===== src/rtl/sqm_pkg.sv =====
// Shared types and codes for the sorted max-priority queue.
// No dependencies; used by every module in rtl/.
package sqm_pkg;

  // Width of one stored entry and of the value field
  localparam int unsigned ValueWidth = 32;
  // Width of the reported entry count
  localparam int unsigned CountOutWidth = 5;

  typedef enum logic {
    CMD_ENQ = 1'b0,
    CMD_DEQ = 1'b1
  } cmd_e;

  typedef enum logic [1:0] {
    ST_OK        = 2'd0,
    ST_UNDERFLOW = 2'd1,
    ST_OVERFLOW  = 2'd2
  } status_e;

  typedef struct packed {
    cmd_e                          command;
    logic signed [ValueWidth-1:0]  value;
  } in_item_t;

  typedef struct packed {
    logic signed [ValueWidth-1:0]  max_value;
    status_e                       status;
    logic [CountOutWidth-1:0]      entry_count;
    logic                          is_empty;
  } out_item_t;

  // Per-item operation broadcast to every cell
  typedef struct packed {
    logic enq;
    logic deq;
  } cell_ctrl_t;

endpackage


===== src/rtl/sorted_max_priority_queue_core.sv =====
// Top level of the sorted max-priority queue: chain of sqm_cell entries,
// occupancy counter and registered result stage. Depends on sqm_pkg, sqm_cell.
//
//  channel | valid      | stall       | payload
//  --------+------------+-------------+-------------------------------
//  in      | in_valid_i | in_stall_o  | in_item_i  (sqm_pkg::in_item_t)
//  out     | out_valid_o| out_stall_i | out_item_o (sqm_pkg::out_item_t)
//
// Each item is applied to all cells in the cycle it is accepted, so one item
// per cycle is taken while in_stall_o is low; its result shows in the next
// cycle from the output register; the cell chain shifts in a single step.
// Reset clears the occupancy and the output valid; entries need no reset.
// While a result waits under out_stall_i, in_stall_o holds off new items.
module sorted_max_priority_queue_core #(
  parameter int unsigned CAPACITY = 16
) (
  input  logic                  clk_i,
  input  logic                  rst_ni,
  input  logic                  in_valid_i,
  output logic                  in_stall_o,
  input  sqm_pkg::in_item_t     in_item_i,
  output logic                  out_valid_o,
  input  logic                  out_stall_i,
  output sqm_pkg::out_item_t    out_item_o
);

  localparam int unsigned CW = $clog2(CAPACITY + 1);

  logic [CW-1:0]          count_q, count_d;
  logic                   accept;
  logic                   full, empty;
  sqm_pkg::cell_ctrl_t    ctrl;
  sqm_pkg::out_item_t     res_d, res_q;
  logic                   out_valid_q;
  logic [CW+4:0]          count_wide;

  logic signed [sqm_pkg::ValueWidth-1:0] entry [CAPACITY];
  logic                                  ge    [CAPACITY];

  assign in_stall_o = out_valid_q && out_stall_i;
  assign accept     = in_valid_i && !in_stall_o;
  assign full       = (count_q == CW'(CAPACITY));
  assign empty      = (count_q == '0);

  // Build the cell chain
  for (genvar i = 0; i < CAPACITY; i++) begin : g_cell
    logic                                  prev_ge;
    logic signed [sqm_pkg::ValueWidth-1:0] prev_entry;
    logic signed [sqm_pkg::ValueWidth-1:0] next_entry;

    if (i == 0) begin : g_head
      assign prev_ge    = 1'b1;
      assign prev_entry = in_item_i.value;
    end else begin : g_body
      assign prev_ge    = ge[i-1];
      assign prev_entry = entry[i-1];
    end

    if (i == CAPACITY - 1) begin : g_tail
      assign next_entry = entry[i];
    end else begin : g_mid
      assign next_entry = entry[i+1];
    end

    sqm_cell u_cell (
      .clk_i        (clk_i),
      .ctrl_i       (ctrl),
      .cell_valid_i (count_q > CW'(i)),
      .new_value_i  (in_item_i.value),
      .prev_ge_i    (prev_ge),
      .prev_entry_i (prev_entry),
      .next_entry_i (next_entry),
      .ge_o         (ge[i]),
      .entry_o      (entry[i])
    );
  end

  // Decode the command, gate on full/empty, form the result
  always_comb begin
    ctrl          = '0;
    count_d       = count_q;
    res_d.max_value = '0;
    res_d.status    = sqm_pkg::ST_OK;
    unique case (in_item_i.command)
      sqm_pkg::CMD_ENQ: begin
        if (full) begin
          res_d.status = sqm_pkg::ST_OVERFLOW;
        end else begin
          ctrl.enq = accept;
          count_d  = count_q + CW'(1);
        end
      end
      sqm_pkg::CMD_DEQ: begin
        if (empty) begin
          res_d.status = sqm_pkg::ST_UNDERFLOW;
        end else begin
          ctrl.deq        = accept;
          res_d.max_value = entry[0];
          count_d         = count_q - CW'(1);
        end
      end
      default: begin
        res_d.status = sqm_pkg::ST_OK;
      end
    endcase
    count_wide        = (CW+5)'(count_d);
    res_d.entry_count = count_wide[sqm_pkg::CountOutWidth-1:0];
    res_d.is_empty    = (count_d == '0);
  end

  // Occupancy and output valid
  always_ff @(posedge clk_i or negedge rst_ni) begin
    if (!rst_ni) begin
      count_q     <= '0;
      out_valid_q <= 1'b0;
    end else begin
      if (accept) begin
        count_q <= count_d;
      end
      if (accept) begin
        out_valid_q <= 1'b1;
      end else if (!out_stall_i) begin
        out_valid_q <= 1'b0;
      end
    end
  end

  // Result payload: load on accept, hold otherwise
  always_ff @(posedge clk_i) begin
    if (accept) begin
      res_q <= res_d;
    end
  end

  assign out_valid_o = out_valid_q;
  assign out_item_o  = res_q;

endmodule


===== src/rtl/sqm_cell.sv =====
// One storage cell of the sorted chain: holds one entry, compares it against
// the incoming value and shifts with its neighbors. Depends on sqm_pkg.
module sqm_cell (
  input  logic                                    clk_i,
  input  sqm_pkg::cell_ctrl_t                     ctrl_i,
  input  logic                                    cell_valid_i,
  input  logic signed [sqm_pkg::ValueWidth-1:0]   new_value_i,
  input  logic                                    prev_ge_i,
  input  logic signed [sqm_pkg::ValueWidth-1:0]   prev_entry_i,
  input  logic signed [sqm_pkg::ValueWidth-1:0]   next_entry_i,
  output logic                                    ge_o,
  output logic signed [sqm_pkg::ValueWidth-1:0]   entry_o
);

  logic signed [sqm_pkg::ValueWidth-1:0] entry_q, entry_d;

  // Keep position: held entry is valid and not below the new value
  assign ge_o    = cell_valid_i && (entry_q >= new_value_i);
  assign entry_o = entry_q;

  // Insert shifts down past the insertion point; removal shifts up
  always_comb begin
    entry_d = entry_q;
    if (ctrl_i.enq && !ge_o) begin
      entry_d = prev_ge_i ? new_value_i : prev_entry_i;
    end else if (ctrl_i.deq) begin
      entry_d = next_entry_i;
    end
  end

  always_ff @(posedge clk_i) begin
    entry_q <= entry_d;
  end

endmodule


===== config.mk =====
export PLATFORM = sky130hd
export DESIGN_NAME = sorted_max_priority_queue_core
export DESIGN_NICKNAME = d
export VERILOG_FILES = /design/src/rtl/sqm_pkg.sv /design/src/rtl/sorted_max_priority_queue_core.sv /design/src/rtl/sqm_cell.sv
export SDC_FILE = /design/constraint.sdc
export NUM_CORES = 2
export LEC_CHECK = 0
export BUFFER_PORTS_ARGS = -buffer_cell sky130_fd_sc_hd__buf_4
export CORE_MARGIN = 8
export CORE_UTILIZATION = 28
export CTS_CLUSTER_SIZE = 30
export DETAILED_ROUTE_END_ITERATION = 7
export SLEW_MARGIN = 10
export SYNTH_ARGS = -nofsm -noshare
export SYNTH_HDL_FRONTEND = slang
export SYNTH_SLANG_ARGS = --single-unit

===== constraint.sdc =====
create_clock -name clk_i -period 5 [get_ports clk_i]
set_input_delay 0.5 -clock clk_i [delete_from_list [all_inputs] [get_ports clk_i]]
set_output_delay 0.5 -clock clk_i [all_outputs]
set_load 0.005 [all_outputs]

==> After elaboration in Yosys (flattened, before gate mapping) <==
Cells that the tools add are included.
W data, S select, Z words.
{ "classes": {"muxes": 57, "add_sub_neg": 2, "n_reduce_logical": 69, "bitwise": 1, "n_eq_ne": 2, "magnitude_cmp": 32} }
{ "op_table": {"columns": ["cell", "n"], "rows": [
  ["$mux W32", 45],
  ["$ge A32 B32 Y1", 16],
  ["$gt A5 B4 Y1 const B", 8],
  ["$logic_and A1 B1 Y1", 34],
  ["$reduce_bool A2 Y1", 15],
  ["$gt A5 B3 Y1 const B", 4],
  ["$logic_not A1 Y1", 17],
  ["$gt A5 B1 Y1 const B", 2],
  ["$gt A5 B2 Y1 const B", 2],
  ["$logic_not A5 Y1", 2],
  ["$mux W5", 2],
  ["$pmux W5 S2", 1],
  ["$mux W1", 7],
  ["$add A5 B1 Y5 const B", 1],
  ["$eq A5 B5 Y1 const B", 1],
  ["$sub A5 B1 Y5 const B", 1],
  ["$pmux W2 S2", 1],
  ["$mux W2", 1],
  ["$ne A2 B1 Y1 const B", 1],
  ["$reduce_or A2 Y1", 1],
  ["$not A1 Y1", 1]
]} }
{ "word_totals": {"regBits": 558, "input_bits": 37, "output_inout_bits": 42} }

==> Longest topological paths before layout <==
{ "depth": {"depth_word": 7, "depth_mapped": 14, "depth_no_buf": 10} }

==> Modules after synthesis <==
From an unflattened synthesis, not the netlist that was laid out.
{ "hier_totals": {"hier_cells": 3891, "hier_area_um2": 46514.6} }
{ "by_module_without_submodules": {"columns": ["module", "seq_area_each_um2", "instances", "cells_per_inst", "area_per_inst_um2"], "rows": [
  ["sqm_cell", 960.9, 16, 232, 2768.9],
  ["sorted_max_priority_queue_core", 1351.3, 1, 179, 2212.1]
]} }

==> Least setup slack after synthesis <==
Ideal clock, no wire load.
{ "synth_timing": {"path_kind": "input -> register", "startpoint": "input in_item_i[13] in the netlist's numbering", "endpoint": "register g_cell[11].u_cell.entry_q (netlist bit g_cell[11].u_cell.entry_o[0]) (enable)", "arrival_time_ns": 5.193, "cell_stages": 11, "path_slack_ns": -0.658, "required_time_ns": 4.534, "setup_time_ns": 0.466, "cell_sequence": "clkbuf_1 inv_1 ha_1 and4_1 a221oi_1 o21ai_0 o31ai_1 nor4b_1 a211oi_2 buf_2 o21ai_0"} }
{ "synth_between": {"elab_chain_cells": 5} }
{ "synth_rtl": {"columns": ["item", "line", "rtl"], "rows": [
  ["from (decl)", "sorted_max_priority_queue_core.sv:21", "input sqm_pkg::in_item_t in_item_i,"],
  ["$ge A32 B32 Y1", "sqm_cell.sv:18", "assign ge_o = cell_valid_i && (entry_q >= new_value_i);"],
  ["$logic_and A1 B1 Y1", "sqm_cell.sv:18", null],
  ["$logic_not A1 Y1", "sqm_cell.sv:24", "if (ctrl_i.enq && !ge_o) begin"],
  ["$logic_and A1 B1 Y1", "sqm_cell.sv:24", null],
  ["$reduce_bool A2 Y1 (no source line)", null, null],
  ["to (signal assigned)", "sqm_cell.sv:32", "entry_q <= entry_d;"],
  ["to (decl)", "sqm_cell.sv:15", "logic signed [sqm_pkg::ValueWidth-1:0] entry_q, entry_d;"]
]} }
No other way between the ends.
A chain may end at the register's enable or synchronous reset.

==> Final worst setup path <==
{ "layout_timing": {"startpoint": "register g_cell[2].u_cell.entry_q (netlist bit g_cell[2].u_cell.entry_o[17])", "endpoint": "register g_cell[3].u_cell.entry_q (netlist bit g_cell[3].u_cell.entry_o[10]) (data pin)"} }
{ "layout_between": {"elab_chain_cells": 4} }
{ "layout_rtl": {"columns": ["item", "line", "rtl"], "rows": [
  ["from (decl)", "sqm_cell.sv:15", null],
  ["from (signal assigned)", "sqm_cell.sv:32", null],
  ["$ge A32 B32 Y1", "sqm_cell.sv:18", null],
  ["$logic_and A1 B1 Y1", "sqm_cell.sv:18", null],
  ["$mux W32", "sqm_cell.sv:25", "entry_d = prev_ge_i ? new_value_i : prev_entry_i;"],
  ["$mux W32", "sqm_cell.sv:24", null],
  ["net g_cell[3].u_cell.entry_d, one bit", "sqm_cell.sv:15", null],
  ["to (signal assigned)", "sqm_cell.sv:32", null],
  ["to (decl)", "sqm_cell.sv:15", null]
]} }
The timed path passes the listed nets, and every way through them passes these cells.

==> reports/results.ini <==
[sta]
slew_headroom_pct = 27.9
finalSetupViolations = 0
hold_slack_ns = 0.0831
rsz0062_at_grt = false
fin_setup_tns_ns = 0
fin_crit_sh_pct = 80.0
max_slew.worst_pin.slew_ns = 1.05
hold_viol = 0
drv_slew = 0
fmax_mhz = 250
finalClockSkew_ns = 0.0279
fin_crit_ns = 4.00

[cells_and_area]
area_delta_synth_final_pct = 14.2
fin_nets = 4260
drive_above_1_share_pct = 14.3
finish.utilization_pct = 32.3
fin_area_sq_um = 45000
layout.cells.non_filler = 5633
fillCellCount = 14300

[pwr]
clockPowerShare_pct = 26.3
irDropWorstVdd_v = 0.000224
powerDensity_nw_per_um2 = 400
cell_internal_pwr_uw = 11600
p_comb_share_pct = 35.7
p_leak_uw = 0.0183
p_sw_share_pct = 35.5
seq_power_share_pct = 38.0
p_sw_uw = 6390

[synthesis]
synthCells = 3619
synthDistinctLibCells = 70
synth_seq_area_share_pct = 42.5
ys.flop_type = edfxtp_1
syn_nets = 4173
synthesis.area_sq_um = 39400
synthTopCellsByArea = edfxtp_1, ha_1, mux2i_1, a21oi_1, o21ai_0
synthArstFlopShare_pct = 1.08
ys_ff_latch = 558
avgSynthCellArea_sq_um = 10.9
synth_top_area_share_pct = 42.1
synth-edff-count = 552
yosys.area.top_type = edfxtp_1
synth_warnings = 0

[place]
portBuffers = 78
gp_congestion = 0.854
hpwl_um = 89200
dp_cells = 5513
dpl-instance-area_sq_um = 43000

[run]
drv_cap = 0

[critical_path]
crit_type = reg2reg
critPathLaunch = g_cell[2].u_cell.entry_o[17]
path_buf_inv = 1
slowest_delay_ns = 0.74
crit_path_end_kind = flip-flop
worstPathCellList = ha_1 -> a21oi_1 -> o21ai_0 -> a221o_1 -> a211oi_1 -> o21ai_0 -> nor2_4 -> buf_12 -> mux2i_1 -> a21oi_1
cp.arrival_ns = 4.35
critPathLaunchType = flip-flop
critical_path.max_fanout = 32
slowest_stage = a211oi_1
worstPathRequired_ns = 5.35
critPathTopFamily = compound AO/OA/AOI/OAI gates
worstReg2RegStart = g_cell[2].u_cell.entry_o[17]

[floorplanning]
dieWidth_um = 391
num_io_pins = 79
die_h_um = 391
core_area_sq_um = 140000
rows = 137
dieArea_sq_um = 153000
start_util_pct = 28.2

[route]
avgRoutedWirePerCell_um = 20.6
drt-initial-drc-count = 2541
antenna_left = 0
wl_um = 116000
vias_per_cell = 5.25
remaining_drc_errors = 0
vias = 29600
firstDrtPassIters = 5

[global_route]
grt_pass1_vias = 29200
grt_pass1_wl_um = 179000
grt-ovfl-total = 0
grtUsageTotal_pct = 14.7
grt_max_degree = 66
antenna_found_initial = 11

[cts]
root_buffer = clkbuf_16
holdBufCountCts = 1
htree_levels = 3
clockBufferDepth = 3
clock_sinks = 558
clk_pin_slew_ns = 0.06
clk_latency_ns = 0.63
cts_tree = built
post_cts_resized = 0
post_cts_buffers = 0
cts_made_buffers = 66

[min_path]
hp-start = in_valid_i
min_path_type = in2reg

[status]
run_status = complete, no violations

-- metal layers --
layer | wire (um) | part of all wire (%) | track usage [%]
met1 | 56600 | 49 | 21.8
met2 | 49800 | 43 | 22.0
met3 | 7580 | 6.5 | 3.08
met4 | 2000 | 1.7 | 3.10
met5 | 95 | 0.082 | 0
-- per-stage QoR --
stage	power (uW)	worst slack (ns)
2_1_floorplan	11300	0.210
3_3_place_gp	13100	0.620
3_5_place_dp	13300	0.552
4_1_cts	18100	1.08
5_1_grt	19000	0.856
6_report	18000	1.00
-- synthesized netlist by cell type (4+ instances only) --
master	number
inv_1	69
o21ai_0	356
dfrtp_1	6
o31a_1	5
mux2i_1	364
ha_1	517
buf_2	48
o211ai_1	15
nand4_1	104
mux2_4	44
and2_1	37
or4_1	4
nand2_1	342
nor4_1	17
o31ai_1	12
o21ai_1	8
or2_2	5
nor3_1	21
o22ai_1	5
a21oi_1	398
a221oi_1	7
edfxtp_1	552
a211oi_1	18
and4_1	10
mux2_1	24
a31oi_1	12
buf_6	4
a21o_1	63
nand3_1	26
nand2b_1	18
buf_1	6
nor2b_1	27
nor2_1	114
clkbuf_1	135
a211o_1	7
mux2_2	154
o21a_1	17
-- worst reg2reg max path, delay by kind of cell (launching register included) --
family	cells	cell delay, ns
compound gates	6	2.19
flops	1	0.42
fa+ha+maj	1	0.31
mux	1	0.30
buf+inv	1	0.28
simple gates	1	0.25
-- cells by family after synthesis --
| group | synth area share (%) |
|---|---|
| flops | 42.5 |
| buf+inv | 2.72 |
| compound gates | 13.4 |
| mux | 16.0 |
| simple gates | 8.90 |
| fa+ha+maj | 16.4 |
| xor+xnor | 0.0667 |
-- final cells by class --
class	instances	area [sq um]	share of cell area (%)
repair buffers	212	1820	4.04
multi-input cells	2799	21800	48.5
inverters	69	259	0.576
clock buffers	90	1800	4.01
flip-flops and latches	558	16700	37.2
diodes	3	7.51	0.0167
well taps	1876	2350	5.22
clock inverters	26	209	0.464
-- final timing paths --
check	to	slack [ns]	cells after the start
setup / recovery	g_cell[3].u_cell.entry_o[10]	1.0	10
hold / removal	out_valid_o	0.08	2
setup reg to reg	g_cell[3].u_cell.entry_o[10]	1.0	10
hold reg to reg	g_cell[10].u_cell.entry_o[20]	0.59	2
max in group asynchronous	count_q[0]	4.64	2
min in group asynchronous	out_valid_o	0.23	2
-- power groups by stage --
stage	Combinational, uW	Sequential (uW)	Clock [uW]
detailed placement	6360	6930	0
CTS	6380	6850	4850
finish	6430	6850	4730
floorplan	4630	6640	0
global route	7100	6930	4990
global placement	6190	6940	0
-- flip-flops by register name, summed over array words and instances, names as in the netlist --
signal	count
count_q	5
g_cell.u_cell.entry_o	512
out_item_o	40
out_valid_o	1
-- layout by cell type, fill, tap and decap left out, types with 8 or more instances in the layout --
master | netlist | routed
edfxtp_1 | 552 | 552
ha_1 | 517 | 517
a21oi_1 | 398 | 395
mux2i_1 | 364 | 364
o21ai_0 | 356 | 353
nand2_1 | 342 | 341
buf_4 | 0 | 193
mux2_2 | 154 | 154
nor2_1 | 114 | 110
nand4_1 | 104 | 104
inv_1 | 69 | 69
clkbuf_16 | 0 | 67
a21o_1 | 63 | 62
mux2_4 | 44 | 44
and2_1 | 37 | 36
nor2b_1 | 27 | 26
nand3_1 | 26 | 25
mux2_1 | 24 | 24
clkbuf_1 | 135 | 19
a211oi_1 | 18 | 18
nand2b_1 | 18 | 18
buf_12 | 0 | 18
nor3_1 | 21 | 17
nor4_1 | 17 | 17
o21a_1 | 17 | 17
o211ai_1 | 15 | 15
a31oi_1 | 12 | 11
clkinv_1 | 0 | 11
and4_1 | 10 | 10
o31ai_1 | 12 | 8
Note: power is estimated with default switching activity, not from simulation.
